<file path="src/rtl/dshc_pkg.sv">
`default_nettype none
package dshc_pkg;

    // opcodes
    localparam logic OP_ENCODE = 1'b0;
    localparam logic OP_DECODE = 1'b1;

    // code layout and special values
    localparam int          MAG_W      = 13;
    localparam logic [15:0] CODE_ERROR = 16'hFFFF;
    localparam logic [1:0]  K_MAX      = 2'd3;
    localparam logic [31:0] QNAN_BITS  = 32'h7FC00000;
    localparam logic [MAG_W-1:0] MAG_LIMIT = 13'h1FFF;

    // |x| at or above this pattern (8191.0f) or NaN encodes as error
    localparam logic [30:0] ENC_LIMIT_BITS = 31'h45FFF800;

    // long division of the normalized magnitude by 5^k
    localparam int DIV_FRAC   = 22;
    localparam int DIV_W      = MAG_W + DIV_FRAC;
    localparam int DIV_STEPS  = 7;
    localparam int DIV_STAGES = DIV_W / DIV_STEPS;
    localparam int REM_W      = 7;

    // decode operand carried through the divider
    typedef struct packed {
        logic             sg;
        logic             err;
        logic             zero;
        logic [3:0]       nsh;
        logic [1:0]       k;
        logic [REM_W-1:0] rem;
        logic [DIV_W-1:0] w;
    } t_div;

    // 5^k for the divider
    function automatic logic [REM_W-1:0] pow5(input logic [1:0] k);
        logic [REM_W-1:0] v;
        case (k)
            2'd0:    v = 7'd1;
            2'd1:    v = 7'd5;
            2'd2:    v = 7'd25;
            2'd3:    v = 7'd125;
            default: v = 7'd1;
        endcase
        return v;
    endfunction

endpackage
`default_nettype wire

</file>
<file path="src/rtl/dshc_enc.sv">
`default_nettype none
module dshc_enc (
    input  wire logic        i_clk,
    input  wire logic [2:0]  i_en,
    input  wire logic [31:0] i_bits,
    output logic      [15:0] o_code
);
    import dshc_pkg::*;

    localparam logic [7:0] EB_TINY = 8'd116;
    localparam logic [7:0] EB_BASE = 8'd150;

    // round a product to 24 significant bits, nearest even, dropping dsh bits
    function automatic logic [24:0] rnd24(input logic [33:0] x, input logic [5:0] dsh);
        logic [33:0] base;
        logic [33:0] mask;
        logic        g;
        logic        st;
        base = x >> dsh;
        mask = (34'd1 << (dsh - 6'd1)) - 34'd1;
        g    = x[dsh - 6'd1];
        st   = |(x & mask);
        return base[24:0] + {24'd0, g & (st | base[0])};
    endfunction

    logic [30:0] absb;
    logic        n_neg;
    logic [23:0] n_m;

    // stage 0: flags and products by 10, 100, 1000
    logic        r_neg0, r_err0, r_tiny0;
    logic [5:0]  r_shb0;
    logic [23:0] r_m0;
    logic [33:0] r_x1, r_x2, r_x3;

    assign absb  = i_bits[30:0];
    assign n_neg = i_bits[31] & (absb != 31'd0);
    assign n_m   = {1'b1, i_bits[22:0]};

    always_ff @(posedge i_clk) begin
        if (i_en[0]) begin
            r_neg0  <= n_neg;
            r_err0  <= (absb >= ENC_LIMIT_BITS);
            r_tiny0 <= (i_bits[30:23] < EB_TINY);
            r_shb0  <= 6'(EB_BASE - i_bits[30:23]);
            r_m0    <= n_m;
            r_x1    <= 34'(n_m) * 34'd10;
            r_x2    <= 34'(n_m) * 34'd100;
            r_x3    <= 34'(n_m) * 34'd1000;
        end
    end

    // stage 1: round each product and work out its integer shift
    logic [5:0]  d1, d2, d3;
    logic        r_neg1, r_err1, r_tiny1;
    logic [24:0] r_r0, r_r1, r_r2, r_r3;
    logic [5:0]  r_sh0, r_sh1, r_sh2, r_sh3;

    assign d1 = r_x1[27] ? 6'd4  : 6'd3;
    assign d2 = r_x2[30] ? 6'd7  : 6'd6;
    assign d3 = r_x3[33] ? 6'd10 : 6'd9;

    always_ff @(posedge i_clk) begin
        if (i_en[1]) begin
            r_neg1  <= r_neg0;
            r_err1  <= r_err0;
            r_tiny1 <= r_tiny0;
            r_r0    <= {1'b0, r_m0};
            r_r1    <= rnd24(r_x1, d1);
            r_r2    <= rnd24(r_x2, d2);
            r_r3    <= rnd24(r_x3, d3);
            r_sh0   <= r_shb0;
            r_sh1   <= r_shb0 - d1;
            r_sh2   <= r_shb0 - d2;
            r_sh3   <= r_shb0 - d3;
        end
    end

    // stage 2: truncate, pick the largest fitting scale, pack
    logic [24:0] f0, f1, f2, f3;
    logic [1:0]  n_k;
    logic [24:0] n_f;
    logic [15:0] n_code;
    logic [15:0] r_code;

    assign f0 = r_r0 >> r_sh0;
    assign f1 = r_r1 >> r_sh1;
    assign f2 = r_r2 >> r_sh2;
    assign f3 = r_r3 >> r_sh3;

    always_comb begin
        if (f3 < 25'(MAG_LIMIT)) begin
            n_k = 2'd3;
            n_f = f3;
        end else if (f2 < 25'(MAG_LIMIT)) begin
            n_k = 2'd2;
            n_f = f2;
        end else if (f1 < 25'(MAG_LIMIT)) begin
            n_k = 2'd1;
            n_f = f1;
        end else begin
            n_k = 2'd0;
            n_f = f0;
        end
        if (r_err1) begin
            n_code = CODE_ERROR;
        end else if (r_tiny1) begin
            n_code = {r_neg1, 13'd0, K_MAX};
        end else begin
            n_code = {r_neg1, n_f[MAG_W-1:0], n_k};
        end
    end

    always_ff @(posedge i_clk) begin
        if (i_en[2]) begin
            r_code <= n_code;
        end
    end

    assign o_code = r_code;
endmodule
`default_nettype wire

</file>
<file path="src/rtl/dshc_dec_front.sv">
`default_nettype none
module dshc_dec_front (
    input  wire logic [15:0]  i_code,
    output dshc_pkg::t_div    o_div
);
    import dshc_pkg::*;

    logic [MAG_W-1:0] m;
    logic [3:0]       msb;
    logic [3:0]       nsh;

    assign m = i_code[14:2];

    // leading one of the magnitude
    always_comb begin
        msb = 4'd0;
        for (int i = 0; i < MAG_W; i++) begin
            if (m[i]) begin
                msb = 4'(i);
            end
        end
    end

    assign nsh = 4'(MAG_W - 1) - msb;

    always_comb begin
        o_div.sg   = i_code[15];
        o_div.err  = (i_code == CODE_ERROR);
        o_div.zero = (m == '0);
        o_div.nsh  = nsh;
        o_div.k    = i_code[1:0];
        o_div.rem  = '0;
        o_div.w    = {m << nsh, {DIV_FRAC{1'b0}}};
    end
endmodule
`default_nettype wire

</file>
<file path="src/rtl/dshc_div_stage.sv">
`default_nettype none
module dshc_div_stage (
    input  wire logic           i_clk,
    input  wire logic           i_en,
    input  wire dshc_pkg::t_div i_div,
    output dshc_pkg::t_div      o_div
);
    import dshc_pkg::*;

    t_div             n_div;
    t_div             r_div;
    logic [REM_W-1:0] dv;
    logic [REM_W:0]   t;

    assign dv = pow5(i_div.k);

    // restoring long division, one quotient bit per step
    always_comb begin
        n_div = i_div;
        t     = '0;
        for (int j = 0; j < DIV_STEPS; j++) begin
            t       = {n_div.rem, n_div.w[DIV_W-1]};
            n_div.w = {n_div.w[DIV_W-2:0], 1'b0};
            if (t >= {1'b0, dv}) begin
                t          = t - {1'b0, dv};
                n_div.w[0] = 1'b1;
            end
            n_div.rem = t[REM_W-1:0];
        end
    end

    always_ff @(posedge i_clk) begin
        if (i_en) begin
            r_div <= n_div;
        end
    end

    assign o_div = r_div;
endmodule
`default_nettype wire

</file>
<file path="src/rtl/dshc_dec_back.sv">
`default_nettype none
module dshc_dec_back (
    input  wire dshc_pkg::t_div i_div,
    output logic [31:0]         o_bits
);
    import dshc_pkg::*;

    logic [2:0]       lead;
    logic [DIV_W-1:0] qn;
    logic [23:0]      sig;
    logic             g;
    logic             st;
    logic [24:0]      sum;
    logic [7:0]       ex;
    logic [22:0]      frac;

    // quotient leads somewhere in its top eight bits
    always_comb begin
        lead = 3'd0;
        for (int i = 0; i < 8; i++) begin
            if (i_div.w[DIV_W-8+i]) begin
                lead = 3'(i);
            end
        end
    end

    assign qn  = i_div.w << (3'd7 - lead);
    assign sig = qn[DIV_W-1 -: 24];
    assign g   = qn[DIV_W-25];
    assign st  = (|qn[DIV_W-26:0]) | (i_div.rem != '0);
    assign sum = {1'b0, sig} + {24'd0, g & (st | sig[0])};

    // biased exponent: lead position less fraction bits, shift and k, plus the rounding carry
    assign ex = 8'(DIV_W - 8 + 127 - DIV_FRAC) + {5'd0, lead} - {4'd0, i_div.nsh}
              - {6'd0, i_div.k} + {7'd0, sum[24]};
    assign frac = sum[24] ? 23'd0 : sum[22:0];

    always_comb begin
        if (i_div.err) begin
            o_bits = QNAN_BITS;
        end else if (i_div.zero) begin
            o_bits = {i_div.sg, 31'd0};
        end else begin
            o_bits = {i_div.sg, ex, frac};
        end
    end
endmodule
`default_nettype wire

</file>
<file path="src/rtl/decimal_scaled_half_codec_unit.sv">
`default_nettype none
// channel   valid        ready        payload
// input     i_in_valid   o_in_ready   i_opcode, i_operand
// output    o_out_valid  i_out_ready  o_result_value
//
// seven register stages, which every transaction passes through in order,
// and one transaction can be taken every cycle while no stall backs up to the input
// the depth is set by the decode divider: five stages of seven quotient bits each
// reset (synchronous, active low) clears the stage valid bits only
// each stage advances when it is empty or the stage after it advances, so stalls
// close bubbles and never drop or repeat a transaction
module decimal_scaled_half_codec_unit (
    input  wire logic        i_clk,
    input  wire logic        i_rst_n,
    input  wire logic        i_in_valid,
    output logic             o_in_ready,
    input  wire logic        i_opcode,
    input  wire logic [31:0] i_operand,
    output logic             o_out_valid,
    input  wire logic        i_out_ready,
    output logic      [31:0] o_result_value
);
    import dshc_pkg::*;

    localparam int NSTG = DIV_STAGES + 2;

    logic [NSTG-1:0] r_vld;
    logic [NSTG-1:0] en;
    logic [NSTG-2:0] r_op;
    logic [15:0]     enc_code;
    logic [15:0]     r_code [3:NSTG-2];
    t_div            dec_in;
    t_div            r_div0;
    t_div            div_q [0:DIV_STAGES];
    logic [31:0]     dec_bits;
    logic [31:0]     r_res;

    // stage advance chain, back to front
    always_comb begin
        en[NSTG-1] = ~r_vld[NSTG-1] | i_out_ready;
        for (int i = NSTG - 2; i >= 0; i--) begin
            en[i] = ~r_vld[i] | en[i+1];
        end
    end

    assign o_in_ready = en[0];

    // valid bits travel with the data
    always_ff @(posedge i_clk) begin
        if (!i_rst_n) begin
            r_vld <= '0;
        end else begin
            if (en[0]) begin
                r_vld[0] <= i_in_valid;
            end
            for (int i = 1; i < NSTG; i++) begin
                if (en[i]) begin
                    r_vld[i] <= r_vld[i-1];
                end
            end
        end
    end

    // opcode and encode result carried alongside the divider
    always_ff @(posedge i_clk) begin
        if (en[0]) begin
            r_op[0] <= i_opcode;
        end
        for (int i = 1; i < NSTG - 1; i++) begin
            if (en[i]) begin
                r_op[i] <= r_op[i-1];
            end
        end
        if (en[3]) begin
            r_code[3] <= enc_code;
        end
        for (int i = 4; i < NSTG - 1; i++) begin
            if (en[i]) begin
                r_code[i] <= r_code[i-1];
            end
        end
    end

    // encode path, stages 0 to 2
    dshc_enc u_enc (
        .i_clk  (i_clk),
        .i_en   (en[2:0]),
        .i_bits (i_operand),
        .o_code (enc_code)
    );

    // decode path: prepare, divide, round
    dshc_dec_front u_front (
        .i_code (i_operand[15:0]),
        .o_div  (dec_in)
    );

    always_ff @(posedge i_clk) begin
        if (en[0]) begin
            r_div0 <= dec_in;
        end
    end

    assign div_q[0] = r_div0;

    for (genvar g = 1; g <= DIV_STAGES; g++) begin : g_div
        dshc_div_stage u_stage (
            .i_clk (i_clk),
            .i_en  (en[g]),
            .i_div (div_q[g-1]),
            .o_div (div_q[g])
        );
    end

    dshc_dec_back u_back (
        .i_div  (div_q[DIV_STAGES]),
        .o_bits (dec_bits)
    );

    // output register
    always_ff @(posedge i_clk) begin
        if (en[NSTG-1]) begin
            r_res <= (r_op[NSTG-2] == OP_DECODE) ? dec_bits : {16'd0, r_code[NSTG-2]};
        end
    end

    assign o_out_valid    = r_vld[NSTG-1];
    assign o_result_value = r_res;
endmodule
`default_nettype wire
</file>
<file path="config.mk">
export PLATFORM = sky130hd
export DESIGN_NAME = decimal_scaled_half_codec_unit
export DESIGN_NICKNAME = d
export VERILOG_FILES = /design/src/rtl/dshc_pkg.sv /design/src/rtl/dshc_enc.sv /design/src/rtl/dshc_dec_front.sv /design/src/rtl/dshc_div_stage.sv /design/src/rtl/dshc_dec_back.sv /design/src/rtl/decimal_scaled_half_codec_unit.sv
export SDC_FILE = /design/constraint.sdc
export NUM_CORES = 2
export LEC_CHECK = 0
export ABC_AREA = 0
export BUFFER_PORTS_ARGS = -buffer_cell sky130_fd_sc_hd__buf_2
export CORE_MARGIN = 5
export CORE_UTILIZATION = 45
export DETAILED_ROUTE_END_ITERATION = 10
export GPL_ROUTABILITY_DRIVEN = 0
export PLACE_DENSITY = 0.64
export REMOVE_ABC_BUFFERS = 1
export SETUP_SLACK_MARGIN = 0.1
export SLEW_MARGIN = 20
export SYNTH_ARGS = -nofsm -noshare
export SYNTH_HDL_FRONTEND = slang
export SYNTH_SLANG_ARGS = --single-unit
export TNS_END_PERCENT = 20
</file>
<file path="constraint.sdc">
create_clock -name i_clk -period 18 [get_ports i_clk]
set_input_delay 0.9 -clock i_clk [delete_from_list [all_inputs] [get_ports i_clk]]
set_output_delay 0.9 -clock i_clk [all_outputs]
set_load 0.02 [all_outputs]
</file>
# Word level (Yosys, flattened, before mapping)
# Memory sizes are Yosys's and may differ from the RTL's.
# Cells that the tools add are included.
# classes
n_addsub	55
magnitude_cmp	43
n_mul	3
mux	120
bitwise_logic	28
eq_ne	16
n_reduce_logical	16
n_shift	12
# ops
op	n
$ge A8 B7 Y1	34
$mux W7	35
$sub A7 B7 Y7	34
$pmux W7 S4	5
$reduce_or A34 Y1	3
$shl A1 B6 Y34 const A	3
$sub A34 B1 Y34 const B	3
$add A25 B1 Y25	3
$lt A25 B13 Y1 const B	3
$shr A25 B6 Y25	3
$mux W31	2
$mux W1	48
$mux W13	3
$shl A35 B3 Y35	1
$and A28 B34 Y34	1
$and A31 B34 Y34	1
$and A34 B34 Y34	1
$shr A34 B6 Y25	1
$ge A31 B31 Y1 const B	1
$mul A24 B7 Y31 const B	1
$reduce_bool A31 Y1	1
$shr A31 B6 Y25	1
$mul A24 B5 Y29 const B	1
$shr A28 B6 Y25	1
other kinds (37)	103
# word_totals
inputBits	37
ramBits	48
register_bits	518
mem_count	1
# mem_list
name	depth	word_bits	read_ports	rd_clocked_by_memory_dff	write_ports	line	text
r_code	3	16	3	0	3	decimal_scaled_half_codec_unit.sv:31	logic [15:0] r_code [3:NSTG-2];

# Logic depth before layout (Yosys ltp)
# depth
depth_word	18
ltp_mapped	77
ltp_nobuf	73

# Modules after synthesis
# A second synthesis with hierarchy kept.
# hier_totals
hier_cells	5283
area_unflattened_um2	54656.2
# modules_own_cells
mod	area_each_um2	n_inst	cells_each
dshc_enc	24393.4	1	2387
dshc_div_stage (g_div[2].u_stage ...)	4443.0	4	446
decimal_scaled_half_codec_unit	4697.0	1	203
dshc_div_stage (g_div[1].u_stage)	4350.4	1	428
dshc_dec_back	2431.1	1	338
dshc_dec_front	1012.2	1	143

# Worst setup path before layout
# OpenSTA, ideal clock, no wires.
# synth_timing
kind	register to register
startpoint	reg u_enc.r_r0[1] (netlist name)
endpoint	reg g_div[2].u_stage.r_div, in the netlist g_div[2].u_stage.o_div[37], data pin
arrival_time_ns	14.379
required_ns	17.740
path_slack_ns	3.361
setup_ns	0.260
path_stages_with_launch	74
period_less_slack_ns	14.639
cell_sequence	edfxtp_1 inv_1 ha_1 o21ai_2 a21oi_1 o21a_1 o21a_1 nor2_1 inv_1 a21oi_1 ha_1 a21o_1 a21o_1 a211oi_1 nor2_1 a311oi_4 mux2i_1 ha_1 [38 not listed] nand2b_1 a21o_1 a21o_1 a31o_2 a21o_1 inv_1 o211a_1 buf_4 mux2i_1 ha_1 nor2b_1 nor2b_1 o22ai_2 o41ai_2 or3_1 a31oi_4 o21ai_4 mux2_4
# synth_rtl
item	line	text
to (signal assigned)	dshc_div_stage.sv:34	r_div <= n_div;
to (decl)	dshc_div_stage.sv:11	t_div r_div;

==> flow_summary.ini <==
[placement]
detailed_place_hpwl_um = 79600
portBuffers = 70
dp.cells = 5576

[finish]
final_net_count = 4884
insertedDiodeCount = 0
drive_gt1_frac = 0.104
layout_area_overhead_pct = 8.17
final-instance-count-excl-fill = 5691
fillers = 9079

[detailed_routing]
first_drt_pass_iteration_count = 5
ant_nets = 0
detail_route.drc_violations = 0
detail_route.wirelength_um = 104000
wl_per_cell_um = 18.3
via_count = 32300
via_per_inst = 5.68
drtIter0Drc = 2326

[synth]
syn_area_per_cell_sq_um = 10.4
synth_cells = 4326
synth-edff-count = 544
asyncSetResetFlopFracSynth = 0
mappedNetlistArea_sq_um = 45100
yosysUniqueCellTypes = 124
synth-seq-cells = 551
dominantRegCellSynth = edfxtp_1
yosys_warnings = 0
synth_seq_area_share = 0.366

[clock_network]
cts-buffers-inserted = 61
postCtsResizedCells = 0
tritoncts = built
cts.root.buffer_cell = clkbuf_16
clk_pin_slew_worst_paths_ns = 0.06
clock_sink_count = 551
post_cts.repair.setup_buffers = 0
clk-insertion-delay-late_ns = 0.66
htree_levels = 2
ctsHoldBuffers = 0
number_of_buffers_on_the_longest_clock_path = 3

[grt]
global_route.usage.met1 = 0.265
grt_overflow = 0
grt-busiest-layer = met2
maximum_number_of_pins_on_one_net_before_global_route_repair = 87
grt_usage = 0.190
use_met3 = 0.0200
antenna_found_initial = 1
use_met2 = 0.317
grt_first_pass_wirelength_um = 167000
grt_pass1_vias = 31000

[die]
io-pin-count = 71
rows = 116
design.die.area_sq_um = 107000
dieHeight_um = 326
initial_standard_cell_utilization_of_the_core = 0.452
die-width_um = 326
fp.coreArea_sq_um = 99700

[sta]
fmax_mhz = 60.4
drv_slew = 0
final-hold-violation-count = 0
fin_skew_ns = 0.0610
setup-tns-final_ns = 0
final_min_period_over_clock_period = 0.920
worst_slew_pin_slew_ns = 1.03
setup_viol = 0
post-route-min-period_ns = 16.55
grt_setup_unrepaired = no
worst_slew_margin_rel = 0.314

[run_status]
outcome = complete, no violations

[worst_setup_path]
timing.critical_path.required_ns = 18.38
slowest_delay_ns = 0.58
timing.critical_path.to_type = flip-flop
arrival_ns = 16.93
worstPathMaxFanout = 14
crit_path_start_kind = flip-flop
setup.worst_path.class = flip-flop to flip-flop
critical_path.slowest_cell = nor4b_2
cp_common_cell = a21o_1

[job]
drv_cap = 0

[worst_hold_path]
hold_path_class = flip-flop to flip-flop
## final timing paths
kind | startpoint | to | slack, ns | cells after the start
worst max register to register | u_enc.r_r0[1] | g_div[2].u_stage.o_div[37] | 1.45 | 69
worst min-delay path | r_code[4][2] | r_code[5][2] | 0.36 | 0
worst max-delay path | u_enc.r_r0[1] | g_div[2].u_stage.o_div[37] | 1.45 | 69
worst min register to register | r_code[4][2] | r_code[5][2] | 0.36 | 0
## cell usage after synthesis, types with 19 or more instances
cell	n	share of area
a21oi_1	316	0.035
o21bai_1	42	0.0070
clkbuf_1	107	0.0089
nor2_1	304	0.025
o21ai_0	162	0.018
mux4_2	55	0.027
mux2i_1	220	0.049
and2_1	26	0.0036
mux2_2	90	0.022
fa_1	113	0.050
nor2b_1	67	0.0093
ha_1	390	0.11
nor3_1	61	0.0068
nand3_1	78	0.0087
and3_1	53	0.0074
inv_1	301	0.025
nor3b_1	22	0.0037
or2_2	20	0.0028
a211oi_1	64	0.011
nand2b_1	34	0.0047
a31oi_1	44	0.0061
nor4_1	19	0.0026
nand4_1	26	0.0036
o21a_1	39	0.0065
a21o_1	78	0.013
o211ai_1	31	0.0052
nand2_1	303	0.025
edfxtp_1	544	0.36
or3_1	32	0.0044
xor2_1	122	0.024
buf_1	20	0.0017
o31ai_1	25	0.0042
xnor2_1	204	0.040
## metal layers
layer	part of all wire	wire length, um
met1	0.46	47700
met2	0.47	48800
met3	0.043	4450
met4	0.029	3020
met5	0	0
## registers in the layout (all words and copies together), names as in the netlist, 6 cells and up
register,flops
u_enc.r_shb0,6
o_result_value,31
r_vld,7
u_enc.r_m0,22
u_enc.r_r0,22
u_enc.r_x3,28
r_op,6
u_enc.r_sh0,6
u_enc.r_x1,25
div_q,20
u_enc.r_sh3,6
r_code,48
u_enc.r_sh1,6
g_div.u_stage.o_div,189
u_enc.r_x2,26
u_enc.r_r2,25
u_enc.r_r3,25
u_enc.r_r1,25
u_enc.r_sh2,6
u_enc.o_code,16
## kinds of logic after synthesis
logic type,count (synthesis),synth area share
flops,551,0.366
mux,376,0.102
buf+inv,464,0.0402
simple gates,1098,0.119
fa+ha+maj,503,0.158
compound gates,1007,0.151
xor+xnor,327,0.0637
## worst max-delay path, delay by kind of cell, from the launching register on
family | cells | cell delay (ns)
compound gates | 36 | 7.56
fa+ha+maj | 7 | 2.44
buf+inv | 4 | 0.73
flops | 1 | 0.45
mux | 5 | 1.66
simple gates | 17 | 3.44
## placed cells by master, fill, tap and decap left out, drive strengths merged, types with 27 or more instances in the layout
cell,n
o21ai,172
mux2,101
nor2b,67
xor2,122
or3,34
a21oi,318
inv,323
mux4,55
clkbuf,68
a211oi,68
edfxtp,544
nor2,305
o211ai,35
clkinv,34
and3,54
o21bai,42
nand2,304
o21a,40
a21o,78
nand3,78
and2,27
fa,113
nor3,62
mux2i,220
ha,390
a31oi,47
buf,97
nand2b,35
xnor2,205
## per-stage QoR
| step | utilization | hold slack [ns] | setup WS [ns] | instance area, sq um |
|---|---|---|---|---|
| finish | 0.489 | 0.362 | 1.45 | 48700 |
| global placement | 0.468 | 0.401 | 1.54 | 46700 |
| detailed placement | 0.468 | 0.405 | 1.17 | 46700 |
| global route | 0.489 | 0.377 | 0.210 | 48700 |
| CTS | 0.488 | 0.353 | 1.09 | 48700 |
| floorplan | - | 0.400 | 3.43 | 44500 |
## cell type report
| cell class | instances | area, sq um | share of cell area |
|---|---|---|---|
| multi-input cells | 3311 | 26800 | 0.551 |
| flip-flops and latches | 551 | 16500 | 0.338 |
| well taps | 1298 | 1620 | 0.0333 |
| clock buffers | 68 | 1550 | 0.0319 |
| inverters | 322 | 1220 | 0.0251 |
| repair buffers | 97 | 588 | 0.0121 |
| clock inverters | 44 | 435 | 0.00893 |
Power is not shown: default switching activity piles up to over one toggle a cycle in this logic, so the estimate is an artifact.
